[src/hw/rtl/tlpt_fifo.sv]
// ----------------------------------------------------------------------------
// tlpt_fifo
// Short command queue between the front end and the execution back end.
// ----------------------------------------------------------------------------
module tlpt_fifo #(
  parameter int unsigned WIDTH = 62,
  parameter int unsigned DEPTH = 2
) (
  input  logic             clk_i,
  input  logic             rst_ni,
  input  logic             push_valid_i,
  input  logic [WIDTH-1:0] push_data_i,
  output logic             push_ready_o,
  output logic             pop_valid_o,
  output logic [WIDTH-1:0] pop_data_o,
  input  logic             pop_ready_i
);

  localparam int unsigned PW = (DEPTH > 1) ? $clog2(DEPTH) : 1;
  localparam int unsigned CW = $clog2(DEPTH + 1);

  logic [WIDTH-1:0] mem_q [DEPTH];
  logic [PW-1:0]    wr_ptr_q, wr_ptr_d;
  logic [PW-1:0]    rd_ptr_q, rd_ptr_d;
  logic [CW-1:0]    count_q, count_d;
  logic             push, pop;

  assign push_ready_o = (count_q != CW'(DEPTH));
  assign pop_valid_o  = (count_q != '0);
  assign pop_data_o   = mem_q[rd_ptr_q];
  assign push         = push_valid_i & push_ready_o;
  assign pop          = pop_ready_i & pop_valid_o;

  always_comb begin
    wr_ptr_d = wr_ptr_q;
    rd_ptr_d = rd_ptr_q;
    count_d  = count_q;
    if (push) begin
      wr_ptr_d = (wr_ptr_q == PW'(DEPTH - 1)) ? '0 : wr_ptr_q + 1'b1;
    end
    if (pop) begin
      rd_ptr_d = (rd_ptr_q == PW'(DEPTH - 1)) ? '0 : rd_ptr_q + 1'b1;
    end
    if (push && !pop) begin
      count_d = count_q + 1'b1;
    end else if (pop && !push) begin
      count_d = count_q - 1'b1;
    end
  end

  always_ff @(posedge clk_i or negedge rst_ni) begin
    if (!rst_ni) begin
      wr_ptr_q <= '0;
      rd_ptr_q <= '0;
      count_q  <= '0;
    end else begin
      wr_ptr_q <= wr_ptr_d;
      rd_ptr_q <= rd_ptr_d;
      count_q  <= count_d;
    end
  end

  always_ff @(posedge clk_i) begin
    if (push) begin
      mem_q[wr_ptr_q] <= push_data_i;
    end
  end

endmodule

[config.mk]
export PLATFORM = sky130hd
export DESIGN_NAME = tlpt_fifo
export DESIGN_NICKNAME = d
export VERILOG_FILES = /design/src/hw/rtl/tlpt_fifo.sv
export SDC_FILE = /design/constraint.sdc
export NUM_CORES = 1
export LEC_CHECK = 0
export BUFFER_PORTS_ARGS = -buffer_cell sky130_fd_sc_hd__buf_4
export CAP_MARGIN = 20
export CORE_MARGIN = 5
export CORE_UTILIZATION = 23
export DETAILED_ROUTE_END_ITERATION = 16
export GPL_ROUTABILITY_DRIVEN = 0
export SLEW_MARGIN = 15
export SYNTH_ARGS = -nofsm -noshare
export SYNTH_HDL_FRONTEND = slang
export SYNTH_SLANG_ARGS = --single-unit
export TNS_END_PERCENT = 1
[constraint.sdc]
create_clock -name clk_i -period 5.35 [get_ports clk_i]
set_clock_uncertainty 0.15 [all_clocks]
set_input_delay 1.07 -clock clk_i [delete_from_list [all_inputs] [get_ports clk_i]]
set_output_delay 1.07 -clock clk_i [all_outputs]
set_load 0.05 [all_outputs]
==> results by group <==
Routing
  – Remaining routing DRC violations: 0
  – Number of optimization iterations in the first detailed-route pass: 4
  – Post-detailed-routing wire length: 9770 µm
  – WL per Instance: 15.22 µm
  – ANT nets after route: 0
  – Drt initial violations: 62
  – DR vias/cell: 3.731
  – Via total after detailed routing: 2395

Clocking
  – Number of buffers on the longest clock path: 2
  – Clock Sinks: 128
  – Number of buffers inserted by post-CTS setup repair: 0
  – Post-cts gate resize count: 0
  – Clock-pin slew on the worst setup and hold paths: 0.06 ns
  – H-tree Lvls: 4
  – CTS Buf Count: 17
  – Post-CTS Hold Buffers: 0
  – Clock tree from TritonCTS: yes
  – Buffer cell driving the clock tree root: sky130_fd_sc_hd__clkbuf_16
  – Worst-Skew Late Latency: 0.40 ns

Global routing
  – Global-route wire length before repair: 14780 µm
  – Number of global-route vias before repair: 2675
  – Pin count of the biggest net entering global routing: 63
  – Final global-route overflow total: 0
  – Number of antenna violations at the first check in global routing: 1
  – Overall fraction of global-route tracks in use: 0.08066

Critical path
  – Setup Crit Path Kind: register to output port
  – Data required time of the worst path: 4.13 ns
  – Crit-path max FO: 53
  – Worst reg-to-reg path cell count: 4
  – Element type at the critical path start: register
  – Critical Path AT: 2.48 ns
  – Critical Path Sink Type: output port

Placement
  – Placed inst area: 6181 µm²
  – Buffers added on ports: 129

Run
  – Number of maximum-capacitance constraint violations: 0

STA
  – Final max-slew violation count: 0
  – Post-Route Hold Slack: 0.3001 ns
  – Maximum frequency from static timing analysis: 270.1 MHz
  – Crit share post-route: 0.6919
  – Slew of the pin with the lowest slew margin: 1.028 ns
  – Final period demand of the worst path: 3.702 ns
  – Worst max-slew margin expressed relative to the limit: 0.3150
  – Setup repair after global routing missed its margin: no
  – # setup viols final: 0
  – Number of hold violations in the final report: 0
  – Setup total negative slack: 0 ns

Final layout
  – Fraction of final layout cells sized beyond drive strength 1: 0.6158
  – Diode insertion count for antenna repair: 0
  – Highest-count cells in the layout ignoring fill and taps: sky130_fd_sc_hd__buf_4 (131), sky130_fd_sc_hd__edfxtp_1 (124), sky130_fd_sc_hd__mux2_4 (59)
  – Final Cell Area: 6774 µm²
  – Area grow syn2layout: 36.34%
  – Commonest non-fill, non-tap cell in the layout: sky130_fd_sc_hd__buf_4
  – Final-stage net count: 421

Synth
  – Netlist area before placement: 4969 µm²
  – Synthesized instance count: 211
  – Share of the yosys chip area belonging to registers: 0.7696
  – Mean area per synthesized cell: 23.55 µm²
  – Seq cells post-synth: 128
  – Number of nets produced by synthesis: 278
  – Unique cell type count in the Yosys netlist: 15
  – Syn. warnings: 0

Hold path
  – Class of the worst hold path: input pin to async pin

Floorplanning
  – Width of the die: 157.0 µm
  – Initial cell density of the core: 0.2349
  – Die outline height: 157.0 µm
  – Die Outline Area: 24640 µm²
  – I/O Pins: 130
  – Core Footprint: 21150 µm²
  – Row Count: 53

Pwr
  – Peak supply drop: 0.3411 mV
  – Power per cell area: 666.5 nW/µm²
  – Cell leakage power: 0.002660 µW

Status
  – Result of the run: complete, no violations
area by class of cell:
class	count	area (µm²)
Sequential cell	128	3827
Multi-Input combinational cell	75	1022
Clock inverter	15	167.7
Clock buffer	17	425.4
Fill cell	2048	14380
Inverter	1	3.754
Tap cell	275	344.1
Timing Repair Buffer	131	983.4
sequential cells by signal, summed over array words and instances, names as in the netlist:
name and count:
count_q 2, mem_q 124, wr_ptr_q 1, rd_ptr_q 1
worst max-delay path, cell delays in order (launching register included):
cell and delay, ns:
sky130_fd_sc_hd__dfrtp_4 1.10, sky130_fd_sc_hd__buf_4 0.37, sky130_fd_sc_hd__mux2_2 0.36, sky130_fd_sc_hd__buf_4 0.19
where the power goes:
| part | total (µW) | switching, µW | internal, µW |
|---|---|---|---|
| logic | 1810 | 1120 | 693 |
| registers | 1550 | 172 | 1380 |
| clock network | 1160 | 426 | 729 |
| total | 4510 | 1720 | 2800 |
through the flow:
step	setup slack, ns	cells	total power, µW	utilization
global placement	2.067	610	3397	0.2922
floorplan	0.9405	211	3000	-
detailed placement	2.028	610	3424	0.2922
finish	1.648	642	4515	0.3202
CTS	1.569	642	4600	0.3202
global route	1.521	642	4711	0.3202
Yosys cell counts:
library cell               instances  area share
sky130_fd_sc_hd__mux2_2            3      0.0068
sky130_fd_sc_hd__buf_6             1      0.0023
sky130_fd_sc_hd__nor2_1            2      0.0015
sky130_fd_sc_hd__mux2_4           59        0.18
sky130_fd_sc_hd__xor2_1            2      0.0035
sky130_fd_sc_hd__edfxtp_1        124        0.75
sky130_fd_sc_hd__ha_1              1      0.0025
sky130_fd_sc_hd__nand2b_1          1      0.0013
sky130_fd_sc_hd__buf_12            6       0.024
sky130_fd_sc_hd__dfrtp_1           4       0.020
sky130_fd_sc_hd__xnor2_1           3      0.0053
sky130_fd_sc_hd__nand2_1           2      0.0015
sky130_fd_sc_hd__or2_1             1      0.0013
sky130_fd_sc_hd__and3_1            1      0.0013
sky130_fd_sc_hd__inv_1             1     0.00075
per-layer routing:
| metal | share of wire | wire [µm] | track usage | vias up |
|---|---|---|---|---|
| li1 | - | - | - | 1116 |
| met1 | 0.37 | 3626 | 0.08447 | 1200 |
| met2 | 0.54 | 5301 | 0.1406 | 69 |
| met3 | 0.069 | 677 | 0.03162 | 8 |
| met4 | 0.016 | 155 | 0.04091 | 2 |
| met5 | 0.0010 | 10 | 0 | - |
logic make-up (layout without fill, tap and decap cells):
family,count (synthesis),in the layout,share of synthesized area
mux,62,62,0.1851
xor+xnor,5,5,0.008816
buf+inv,8,164,0.02720
fa+ha+maj,1,1,0.002518
simple gates,7,7,0.006803
flops,128,128,0.7696
worst paths after layout:
| check | start | to | slack, ns |
|---|---|---|---|
| setup / recovery | rd_ptr_q | pop_data_o[41] | 1.65 |
| hold / removal | rst_ni | wr_ptr_q | 0.30 |
| setup reg to reg | count_q[0] | mem_q[0][28] | 2.82 |
| hold reg to reg | count_q[1] | count_q[1] | 0.33 |
| max in group asynchronous | rst_ni | rd_ptr_q | 4.63 |
| min in group clk_i | count_q[1] | count_q[1] | 0.33 |
Note: power is estimated with default switching activity, not from simulation.
